`config.mk`:
```
export PLATFORM = sky130hd
export DESIGN_NAME = coeff_histogram_gram_accumulator
export DESIGN_NICKNAME = d
export VERILOG_FILES = /design/src/sv/chga_pkg.sv /design/src/sv/chga_front.sv /design/src/sv/chga_queue.sv /design/src/sv/chga_back.sv /design/src/sv/coeff_histogram_gram_accumulator.sv
export SDC_FILE = /design/constraint.sdc
export NUM_CORES = 2
export LEC_CHECK = 0
export BUFFER_PORTS_ARGS = -buffer_cell sky130_fd_sc_hd__buf_2
export CORE_MARGIN = 10
export CORE_UTILIZATION = 50
export DETAILED_ROUTE_END_ITERATION = 12
export GPL_ROUTABILITY_DRIVEN = 0
export PLACE_DENSITY = 0.68
export SLEW_MARGIN = 5
export SYNTH_ARGS = -nofsm -noshare
export SYNTH_HDL_FRONTEND = slang
export SYNTH_HIERARCHICAL = 1
export SYNTH_SLANG_ARGS = --single-unit
```
`constraint.sdc`:
```
create_clock -name clk -period 22.6 [get_ports clk]
set_input_delay 0 -clock clk [delete_from_list [all_inputs] [get_ports clk]]
set_output_delay 0 -clock clk [all_outputs]
set_load 0.02 [all_outputs]
```
`src/sv/chga_pkg.sv`:
```
package chga_pkg;

  localparam int NUM_BUCKETS      = 4;
  localparam int BKT_W            = 2;
  localparam int NUM_ENTRIES      = NUM_BUCKETS * NUM_BUCKETS;
  localparam int MAX_BLOCK_COEFFS = 4096;
  localparam int COEFF_W          = 16;
  localparam int CNT_W            = 13;
  localparam int EXCESS_W         = 16;
  localparam int IDX_W            = 4;
  localparam int VALUE_W          = 64;
  localparam int PROD_W           = 2 * CNT_W;
  localparam int IN_DATA_W        = 16;
  localparam int OUT_FIELDS_W     = CNT_W + EXCESS_W + IDX_W + VALUE_W;
  localparam int OUT_DATA_W       = ((OUT_FIELDS_W + 7) / 8) * 8;
  localparam int OUT_PAD_W        = OUT_DATA_W - OUT_FIELDS_W;
  localparam int QUEUE_DEPTH_DEF  = 4;

  localparam logic [BKT_W-1:0] TOP_BUCKET = BKT_W'(NUM_BUCKETS - 1);

  // tuser codes
  localparam logic REQ_COEFF  = 1'b0;
  localparam logic REQ_READ   = 1'b1;
  localparam logic KIND_STATS = 1'b0;
  localparam logic KIND_ENTRY = 1'b1;

  // classified word as it travels through the queue
  typedef struct packed {
    logic                req;
    logic                neg;
    logic [BKT_W-1:0]    bucket;
    logic [EXCESS_W-1:0] excess;
    logic                last;
  } q_entry_t;

  typedef struct packed {
    logic not_full;
    logic not_empty;
  } q_status_t;

endpackage

```
`src/sv/chga_front.sv`:
```
module chga_front (
  input  logic                          in_tvalid,
  output logic                          in_tready,
  input  logic [chga_pkg::IN_DATA_W-1:0] in_tdata,
  input  logic                          in_tlast,
  input  logic                          in_tuser,
  input  chga_pkg::q_status_t           q_status,
  output logic                          push,
  output chga_pkg::q_entry_t            push_entry
);
  import chga_pkg::*;

  logic [COEFF_W-1:0] coeff;
  logic [COEFF_W-1:0] mag;
  logic               neg;

  assign coeff = in_tdata[COEFF_W-1:0];
  assign neg   = coeff[COEFF_W-1];
  // most negative value gives 0x8000, which is the right unsigned magnitude
  assign mag   = neg ? (COEFF_W'(0) - coeff) : coeff;

  assign in_tready = q_status.not_full;
  assign push      = in_tvalid && q_status.not_full;

  always_comb begin
    push_entry.req  = in_tuser;
    push_entry.neg  = neg;
    push_entry.last = in_tlast;
    if (mag > COEFF_W'(TOP_BUCKET)) begin
      push_entry.bucket = TOP_BUCKET;
      push_entry.excess = EXCESS_W'(mag - COEFF_W'(TOP_BUCKET));
    end else begin
      push_entry.bucket = mag[BKT_W-1:0];
      push_entry.excess = '0;
    end
  end

endmodule

```
`src/sv/chga_queue.sv`:
```
module chga_queue #(
  parameter int DEPTH = chga_pkg::QUEUE_DEPTH_DEF
) (
  input  logic                clk,
  input  logic                rst_n,
  input  logic                push,
  input  chga_pkg::q_entry_t  push_entry,
  input  logic                pop,
  output chga_pkg::q_entry_t  head,
  output chga_pkg::q_status_t q_status
);
  import chga_pkg::*;

  localparam int PTR_W = (DEPTH > 1) ? $clog2(DEPTH) : 1;
  localparam int FILL_W = $clog2(DEPTH + 1);

  q_entry_t            slot_r [DEPTH];
  logic [PTR_W-1:0]    wr_ptr_r, wr_ptr_nxt;
  logic [PTR_W-1:0]    rd_ptr_r, rd_ptr_nxt;
  logic [FILL_W-1:0]   fill_r, fill_nxt;

  assign head               = slot_r[rd_ptr_r];
  assign q_status.not_full  = (fill_r != FILL_W'(DEPTH));
  assign q_status.not_empty = (fill_r != '0);

  always_comb begin
    wr_ptr_nxt = wr_ptr_r;
    rd_ptr_nxt = rd_ptr_r;
    fill_nxt   = fill_r;
    if (push) begin
      wr_ptr_nxt = (wr_ptr_r == PTR_W'(DEPTH - 1)) ? '0 : wr_ptr_r + 1'b1;
    end
    if (pop) begin
      rd_ptr_nxt = (rd_ptr_r == PTR_W'(DEPTH - 1)) ? '0 : rd_ptr_r + 1'b1;
    end
    if (push && !pop) begin
      fill_nxt = fill_r + 1'b1;
    end else if (pop && !push) begin
      fill_nxt = fill_r - 1'b1;
    end
  end

  always_ff @(posedge clk) begin
    if (!rst_n) begin
      wr_ptr_r <= '0;
      rd_ptr_r <= '0;
      fill_r   <= '0;
    end else begin
      wr_ptr_r <= wr_ptr_nxt;
      rd_ptr_r <= rd_ptr_nxt;
      fill_r   <= fill_nxt;
    end
  end

  always_ff @(posedge clk) begin
    if (push) begin
      slot_r[wr_ptr_r] <= push_entry;
    end
  end

endmodule

```
`src/sv/chga_back.sv`:
```
module chga_back (
  input  logic                           clk,
  input  logic                           rst_n,
  input  chga_pkg::q_entry_t             head,
  input  chga_pkg::q_status_t            q_status,
  output logic                           pop,
  output logic                           out_tvalid,
  input  logic                           out_tready,
  output logic [chga_pkg::OUT_DATA_W-1:0] out_tdata,
  output logic                           out_tlast,
  output logic                           out_tuser
);
  import chga_pkg::*;

  localparam logic [1:0] ST_RUN  = 2'd0;
  localparam logic [1:0] ST_MUL  = 2'd1;
  localparam logic [1:0] ST_DUMP = 2'd2;

  localparam logic [IDX_W-1:0] LAST_IDX = IDX_W'(NUM_ENTRIES - 1);
  localparam logic [CNT_W-1:0] SAT_MAX  = CNT_W'(MAX_BLOCK_COEFFS);

  function automatic logic [CNT_W-1:0] sat_inc(input logic [CNT_W-1:0] c);
    sat_inc = (c < SAT_MAX) ? c + 1'b1 : SAT_MAX;
  endfunction

  logic [1:0]            state_r, state_nxt;
  logic [IDX_W-1:0]      cnt_r, cnt_nxt;
  logic [CNT_W-1:0]      signs_r, signs_nxt, signs_upd;
  logic [EXCESS_W-1:0]   excess_r, excess_nxt, excess_upd;
  logic [CNT_W-1:0]      bc_r [NUM_BUCKETS];
  logic [CNT_W-1:0]      bc_nxt [NUM_BUCKETS];
  logic [CNT_W-1:0]      bc_upd [NUM_BUCKETS];
  // snapshots of the finished block's counts, rotated so that slot 0 is the operand
  logic [CNT_W-1:0]      col_r [NUM_BUCKETS];
  logic [CNT_W-1:0]      col_nxt [NUM_BUCKETS];
  logic [CNT_W-1:0]      row_r [NUM_BUCKETS];
  logic [CNT_W-1:0]      row_nxt [NUM_BUCKETS];
  logic                  mul_en;
  logic [PROD_W-1:0]     prod_r;
  logic                  prod_vld_r;
  // matrix kept as a ring: slot 0 is the entry being added to or read out
  logic [VALUE_W-1:0]    gram_r [NUM_ENTRIES];
  logic                  dump_shift;
  logic                  out_free;
  logic                  out_vld_r, out_vld_nxt;
  logic [OUT_DATA_W-1:0] out_data_r, out_data_nxt;
  logic                  out_last_r, out_last_nxt;
  logic                  out_kind_r, out_kind_nxt;

  assign out_free   = !out_vld_r || out_tready;
  assign out_tvalid = out_vld_r;
  assign out_tdata  = out_data_r;
  assign out_tlast  = out_last_r;
  assign out_tuser  = out_kind_r;

  always_comb begin
    signs_upd  = head.neg ? sat_inc(signs_r) : signs_r;
    excess_upd = excess_r + head.excess;
    for (int i = 0; i < NUM_BUCKETS; i++) begin
      bc_upd[i] = (head.bucket == BKT_W'(i)) ? sat_inc(bc_r[i]) : bc_r[i];
    end
  end

  always_comb begin
    state_nxt    = state_r;
    cnt_nxt      = cnt_r;
    signs_nxt    = signs_r;
    excess_nxt   = excess_r;
    bc_nxt       = bc_r;
    col_nxt      = col_r;
    row_nxt      = row_r;
    pop          = 1'b0;
    mul_en       = 1'b0;
    dump_shift   = 1'b0;
    out_vld_nxt  = out_vld_r && !out_tready;
    out_data_nxt = out_data_r;
    out_last_nxt = out_last_r;
    out_kind_nxt = out_kind_r;
    case (state_r)
      ST_RUN: begin
        if (q_status.not_empty) begin
          if (head.req == REQ_READ) begin
            pop       = 1'b1;
            cnt_nxt   = '0;
            state_nxt = ST_DUMP;
          end else if (!head.last || out_free) begin
            pop = 1'b1;
            if (head.last) begin
              signs_nxt    = '0;
              excess_nxt   = '0;
              col_nxt      = bc_upd;
              row_nxt      = bc_upd;
              cnt_nxt      = '0;
              state_nxt    = ST_MUL;
              out_vld_nxt  = 1'b1;
              out_kind_nxt = KIND_STATS;
              out_last_nxt = 1'b1;
              out_data_nxt = {OUT_PAD_W'(0), VALUE_W'(0), IDX_W'(0), excess_upd, signs_upd};
              for (int i = 0; i < NUM_BUCKETS; i++) begin
                bc_nxt[i] = '0;
              end
            end else begin
              signs_nxt  = signs_upd;
              excess_nxt = excess_upd;
              bc_nxt     = bc_upd;
            end
          end
        end
      end
      ST_MUL: begin
        // row-major walk: column rotates every word, row every NUM_BUCKETS words
        mul_en = 1'b1;
        for (int i = 0; i < NUM_BUCKETS; i++) begin
          col_nxt[i] = col_r[(i + 1) % NUM_BUCKETS];
        end
        if (cnt_r[BKT_W-1:0] == TOP_BUCKET) begin
          for (int i = 0; i < NUM_BUCKETS; i++) begin
            row_nxt[i] = row_r[(i + 1) % NUM_BUCKETS];
          end
        end
        cnt_nxt = cnt_r + 1'b1;
        if (cnt_r == LAST_IDX) begin
          state_nxt = ST_RUN;
        end
      end
      ST_DUMP: begin
        if (out_free) begin
          dump_shift   = 1'b1;
          out_vld_nxt  = 1'b1;
          out_kind_nxt = KIND_ENTRY;
          out_last_nxt = (cnt_r == LAST_IDX);
          out_data_nxt = {OUT_PAD_W'(0), gram_r[0], cnt_r, EXCESS_W'(0), CNT_W'(0)};
          cnt_nxt      = cnt_r + 1'b1;
          if (cnt_r == LAST_IDX) begin
            state_nxt = ST_RUN;
          end
        end
      end
      default: begin
        state_nxt = ST_RUN;
      end
    endcase
  end

  always_ff @(posedge clk) begin
    if (!rst_n) begin
      state_r    <= ST_RUN;
      cnt_r      <= '0;
      signs_r    <= '0;
      excess_r   <= '0;
      prod_vld_r <= 1'b0;
      out_vld_r  <= 1'b0;
      for (int i = 0; i < NUM_BUCKETS; i++) begin
        bc_r[i] <= '0;
      end
      for (int i = 0; i < NUM_ENTRIES; i++) begin
        gram_r[i] <= '0;
      end
    end else begin
      state_r    <= state_nxt;
      cnt_r      <= cnt_nxt;
      signs_r    <= signs_nxt;
      excess_r   <= excess_nxt;
      prod_vld_r <= mul_en;
      out_vld_r  <= out_vld_nxt;
      bc_r       <= bc_nxt;
      if (prod_vld_r || dump_shift) begin
        for (int i = 0; i < NUM_ENTRIES - 1; i++) begin
          gram_r[i] <= gram_r[i + 1];
        end
        gram_r[NUM_ENTRIES-1] <= prod_vld_r ? gram_r[0] + VALUE_W'(prod_r) : gram_r[0];
      end
    end
  end

  always_ff @(posedge clk) begin
    col_r      <= col_nxt;
    row_r      <= row_nxt;
    out_data_r <= out_data_nxt;
    out_last_r <= out_last_nxt;
    out_kind_r <= out_kind_nxt;
    if (mul_en) begin
      prod_r <= PROD_W'(col_r[0] * row_r[0]);
    end
  end

endmodule

```
`src/sv/coeff_histogram_gram_accumulator.sv`:
```
// Coefficient statistics unit. Signed 16-bit coefficients arrive on the in_ stream, one
// word per cycle while the queue has room, with tlast marking the end of a block; a
// word with tuser set asks for the 4x4 matrix to be read out. Each coefficient is
// classified on entry (sign, magnitude bucket 0..3, excess above 3) and queued, so the
// input keeps flowing while the back end is busy. The last coefficient of a block emits
// one statistics word (sign count, excess sum) and then ties up the back end while a
// single 13x13 multiplier walks the outer product of the bucket counts into the
// 64-bit matrix accumulators, one entry per cycle. A read-out request emits 16 matrix
// words in row-major order, one per cycle when out_tready stays high, the last with
// tlast set. The queue (QUEUE_DEPTH words) absorbs input during these phases.
module coeff_histogram_gram_accumulator #(
  parameter int QUEUE_DEPTH = chga_pkg::QUEUE_DEPTH_DEF
) (
  input  logic                            clk,
  input  logic                            rst_n,
  input  logic                            in_tvalid,
  output logic                            in_tready,
  input  logic [chga_pkg::IN_DATA_W-1:0]  in_tdata,   // [15:0] coeff_value
  input  logic                            in_tlast,   // block_last
  input  logic                            in_tuser,   // req_type
  output logic                            out_tvalid,
  input  logic                            out_tready,
  // [12:0] sign_count, [28:13] excess_sum, [32:29] entry_index, [96:33] entry_value
  output logic [chga_pkg::OUT_DATA_W-1:0] out_tdata,
  output logic                            out_tlast,  // run_last
  output logic                            out_tuser   // result_kind
);
  import chga_pkg::*;

  q_status_t q_status;
  q_entry_t  push_entry;
  q_entry_t  head;
  logic      push;
  logic      pop;

  chga_front u_front (
    .in_tvalid  (in_tvalid),
    .in_tready  (in_tready),
    .in_tdata   (in_tdata),
    .in_tlast   (in_tlast),
    .in_tuser   (in_tuser),
    .q_status   (q_status),
    .push       (push),
    .push_entry (push_entry)
  );

  chga_queue #(
    .DEPTH (QUEUE_DEPTH)
  ) u_queue (
    .clk        (clk),
    .rst_n      (rst_n),
    .push       (push),
    .push_entry (push_entry),
    .pop        (pop),
    .head       (head),
    .q_status   (q_status)
  );

  chga_back u_back (
    .clk        (clk),
    .rst_n      (rst_n),
    .head       (head),
    .q_status   (q_status),
    .pop        (pop),
    .out_tvalid (out_tvalid),
    .out_tready (out_tready),
    .out_tdata  (out_tdata),
    .out_tlast  (out_tlast),
    .out_tuser  (out_tuser)
  );

endmodule

```
Word-level counts from Yosys, hierarchy flattened

Memories as Yosys holds them, arrays and structs flattened. A register that Yosys moved wholly into a read port is not among the register bits.
Index checks and enable logic that the tools add are counted.

Add/sub/neg operators: 14
Multiply operators: 1
$lt $le $gt $ge: 6
Eq/ne operators: 18
Muxes and demuxes: 95
Bitwise gates (word level): 17
Reduce and logical (&&, ||, !) cells: 25

Operators with widths:

| cell                                                                             | count |
|---|---|
| 64-bit 2-to-1 mux                                                                | 17 |
| 104-bit 2-to-1 mux                                                               | 5 |
| 52-bit 2-to-1 mux                                                                | 6 |
| 104-bit one-hot mux with 2 select lines                                          | 1 |
| 52-bit one-hot mux with 2 select lines                                           | 2 |
| 13-bit 2-to-1 mux                                                                | 11 |
| 13-bit by 1-bit adder with 13-bit output, second input constant                  | 5 |
| 13-bit < comparator, second input constant                                       | 5 |
| 64-bit by 26-bit adder with 64-bit output                                        | 1 |
| 16-bit 2-to-1 mux                                                                | 2 |
| 1-bit 2-to-1 mux                                                                 | 28 |
| 13-bit by 13-bit multiplier with 26-bit output                                   | 1 |
| 2-bit 2-to-1 mux                                                                 | 10 |
| 4-bit 2-to-1 mux                                                                 | 5 |
| 18-bit 2-to-1 mux                                                                | 1 |
| 16-bit adder                                                                     | 1 |
| 16-bit by 2-bit greater-than comparator with 1-bit output, second input constant | 1 |
| 1-bit OR                                                                         | 16 |
| 1-bit by 16-bit subtractor with 16-bit output, first input constant              | 1 |
| 16-bit by 2-bit subtractor with 16-bit output, second input constant             | 1 |
| 2-bit equality test, second input constant                                       | 6 |
| 4-bit one-hot mux with 3 select lines                                            | 1 |
| 6-bit AND reduction                                                              | 2 |
| 5-bit AND reduction                                                              | 2 |
| 21 further kinds                                                                 | 45 |

Flip-flop bits (word level): 332
Memory bits (writable): 1,108
Input bits: 22
Output and inout bits: 108
Logic and storage cells: 203
Memories: 2

Memory list:

| memory         | depth | width | read ports | clocked after Yosys merged registers in | wr ports | RTL line         | text |
|---|---|---|---|---|---|---|---|
| u_back.gram_r  | 16    | 64    | 16         | 0                                       | 16       | chga_back.sv:42  | `logic [VALUE_W-1:0] gram_r [NUM_ENTRIES];` |
| u_queue.slot_r | 4     | 21    | 1          | 1                                       | 1        | chga_queue.sv:17 | `q_entry_t slot_r [DEPTH];` |

Logic depth before layout (Yosys ltp)

Depth after elaboration: 10
Mapped depth: 22
Mapped depth without buffers: 21

Cells and area by module

Netlist, hierarchy kept.

By module, submodules not included:

| module     | instances | cells an instance | area an instance (um^2) | seq. area each (um^2) |
|---|---|---|---|---|
| chga_back  | 1         | 4,461             | 59,549.6                | 39,407.8 |
| chga_queue | 1         | 154               | 3,490.8                 | 2,702.6 |
| chga_front | 1         | 153               | 1,043.5                 | 0.0 |

Worst setup path after synthesis

OpenSTA, ideal clock, no wires.

Path type: reg-to-reg
Start point: register u_back.out_vld_r (netlist: u_back/out_tvalid)
End point: memory u_back.gram_r[0][0], enable pin
Arrival time: 17.606 ns
Required time: 15.491 ns
Slack: -2.115 ns
Cell stages (with the launch flop): 6
Period minus slack after synthesis: 24.715 ns
Path through: dfxtp_1 > nor2b_1 > clkbuf_1 > inv_1 > a21oi_1 > nand2_1

RTL lines:

| item                   | RTL line         | text |
|---|---|---|
| from (decl)            | chga_back.sv:45  | `logic out_vld_r, out_vld_nxt;` |
| from (signal assigned) | chga_back.sv:165 | `out_vld_r <= out_vld_nxt;` |
| to (decl)              | chga_back.sv:42  |  |

Final worst setup path

Start point: register u_back/row_r[42] in the netlist's numbering
End point: register u_back.prod_r[24] (data pin)

Word-level cells in the longest chain between the ends: 1

Ends and longest elaborated chain:

| item                                           | RTL line         | text |
|---|---|---|
| from (decl)                                    | chga_back.sv:36  | `logic [CNT_W-1:0] row_r [NUM_BUCKETS];` |
| from (signal assigned)                         | chga_back.sv:178 | `row_r <= row_nxt;` |
| 13-bit by 13-bit multiplier with 26-bit output | chga_back.sv:183 | `prod_r <= PROD_W'(col_r[0] * row_r[0]);` |
| to (signal assigned)                           | chga_back.sv:183 |  |
| to (decl)                                      | chga_back.sv:39  | `logic [PROD_W-1:0] prod_r;` |

Every way passes these cells.
A chain may end at the register's enable or synchronous reset.

==> impl_metrics.yaml <==
run_status:
  status: "completed"
yosys:
  synth.most_common_cell: "edfxtp_1"
  ys_seq_area_share_pct: 65.71
  ys_async_sr_fraction_pct: 0
  synth_top_area_share_pct: 62.65
  syn_area_per_cell_um2: 13.44
  synth_cell_types: 77
  yosys-top-cells-count: "1337 x edfxtp_1, 1127 x and2_1, 243 x inv_1"
  synth_edf_count: 1337
  synth_area_leaders: "edfxtp_1 63%, and2_1 11%, fa_1 3.9%"
  synth.cell_area_um2: 64080
  synth-seq-cells: 1435
  synth_warnings: 6
  synthCells: 4768
  synth_area_leader_cell: "edfxtp_1"
  synth_ff_type: "edfxtp_1"
drt:
  via_per_inst: 5.310
  vias: 35266
  drc: 0
  antenna_left: 0
  wl_mm: 117.1
  wire_per_inst_um: 17.63
  drt_first_pass_iters: 6
  drt-initial-drc-count: 3170
critical_path:
  startpoint_type: "flip-flop"
  cp.required_ns: 23.13
  end_kind: "flip-flop"
  worstPathArrival_ns: 6.74
  crit_fanout: 14
  criticalPathCategory: "reg -> reg"
global_route:
  grt_pass1_wl_mm: 189.4
  track_usage_pct: 16.42
  busiest_layer: "met1"
  grt_pass1_vias: 34550
  antenna_found_initial: 4
  grt_util_met1_pct: 24.59
  grt_max_degree: 263
  grtUsageMet2_pct: 24.01
  grt.overflow.total: 0
  met3_usage_pct: 3.409
clocking:
  path_clk_slew_ns: 0.06
  tritoncts: "yes"
  root_buffer: "clkbuf_16"
  cts.sinks: 1435
  numCtsBuffers: 149
  clkLatencyLatePin_ns: 0.78
  h-tree-depth: 4
  cts_buffer_depth: 3
sta:
  tightest_slew_ns: 1.158
  tns_ns: 0
  fin_crit_ns: 6.212
  slew_viol_final: 0
  rsz0062_at_grt: "no"
  max_freq_mhz: 161.0
  setup_viol: 0
  hold_viol_final: 0
  relSlewSlack_pct: 22.77
  min_period_over_period_pct: 27.49
  skew_ns: 0.04891
die:
  die_x_um: 378.0
  rows: 131
  coreArea_um2: 127500
  pin_count: 130
  fp.dieArea_um2: 142900
  initial_utilization_pct: 50.25
  die_y_um: 378.0
hold_path:
  hp-class: "in -> reg"
final_layout:
  drive_above_1_share_pct: 8.298
  final_core_util_pct: 55.80
  areaGrowthSynthToFinish_pct: 11.03
  fin_nets: 5133
placement:
  hpwl_mm: 70.54
  io_buffers: 122
job:
  cap_violations: 0
[state kept, by name, summed over array words and instances (netlist names), 3 cells and up, named ones only]
| register | cells |
|---|---|
| u_queue/slot_r | 84 |
| u_back/row_r | 52 |
| u_back/signs_r | 13 |
| u_back/bc_r | 52 |
| u_back/excess_r | 16 |
| u_back/gram_r | 1024 |
| u_back/out_tdata | 97 |
| u_back/prod_r | 26 |
| u_back/cnt_r | 4 |
| u_queue/fill_r | 3 |
| u_back/col_r | 52 |
[stage by stage]
step	instance area (µm²)	instances	hold slack [ns]	setup WS, ns
detailed placement	66160	6342	0.2272	16.35
global route	71140	6639	0.2454	16.09
CTS	71140	6639	0.1680	16.36
global placement	66160	6342	0.2169	16.37
floorplan	64110	4774	0.1217	8.508
finish	71150	6642	0.2521	16.39
[final timing paths]
check | cells past startpoint | to | slack [ns] | start
worst max-delay path | 20 | u_back/prod_r[24]$_DFFE_PP_ | 16.39 | u_back/row_r[42]$_DFFE_PP_
worst min-delay path | 3 | u_queue/slot_r[3][1]$_DFFE_PP_ | 0.25 | in_tdata[0]
worst max register to register | 20 | u_back/prod_r[24]$_DFFE_PP_ | 16.39 | u_back/row_r[42]$_DFFE_PP_
worst min register to register | 1 | u_back/gram_r[0][139]$_SDFFCE_PN0P_ | 0.48 | u_back/gram_r[0][203]$_SDFFCE_PN0P_
[cells in the final DEF (no fill, tap or decap), drive strengths merged, types with 14 or more instances in the layout]
cell type    netlist  routed
a211oi            16      16
a21o             100     100
a21oi            197     197
a22oi             30      30
a31oi             14      14
and2            1129    1129
and3              29      29
buf               27     156
clkbuf           223     189
clkinv             0      62
dfxtp             98      98
dlygate4sd3        0      26
edfxtp          1337    1337
fa               124     124
ha               130     130
inv              243     250
mux2i             34      34
mux4              21      21
nand2            200     200
nand2b            37      37
nand3             65      65
nand4             25      25
nor2             205     205
nor2b             33      33
nor3              88      88
o21a              16      16
o21ai             67      67
o21bai            14      14
or3               23      23
xnor2             67      67
xor2              50      50
[logic make-up after synthesis]
group,after synthesis,share of synthesized area [%]
AO/OA/AOI/OAI,519,5.151
buffers and inverters,493,3.032
adder cells (fa/ha/maj),254,6.412
AND/OR/NAND/NOR,1887,16.69
XOR/XNOR,117,1.599
flip-flops,1435,65.71
multiplexers,62,1.398
other,1,0.005852
[cell type report]
cell class                      count  area [µm²]
Inverter                          243       914.6
Clock buffer                      189        3941
Sequential cell                  1435       42110
Fill cell                       10247       56370
Clock inverter                     82       777.0
Timing Repair Buffer              182        1174
Multi-Input combinational cell   2846       20150
Antenna cell                        3       7.507
Tap cell                         1662        2079
[metal layers]
layer,vias to the layer above,part of all wire [%]
met3,174,6.0
met2,827,44
met1,17452,48
met4,2,2.0
met5,-,0.011
li1,16811,-
[worst max-delay path, stage by stage, from the launching register on]
cell and delay (ns):
edfxtp_1 0.57, and2_1 0.26, fa_1 0.53, inv_1 0.05
fa_1 0.52, inv_1 0.06, fa_1 0.51, inv_1 0.06
fa_1 0.46, fa_1 0.54, inv_1 0.04, ha_1 0.34
and2_1 0.19, a311o_1 0.35, o22a_1 0.27, a21oi_1 0.34
a211oi_1 0.17, o31ai_1 0.37, o21bai_1 0.11, a21oi_1 0.18
xnor2_1 0.07
[timing repair]
item / CTS / global route
setup buffers: 0 / 0
gates resized for setup: 0 / 0
endpoints found under the hold margin: 227 / 0
hold buffers: 26 / 0
Power is left out: the tool's default activity adds up to more than one toggle a clock period on the data nets, which glitch-free logic cannot reach.
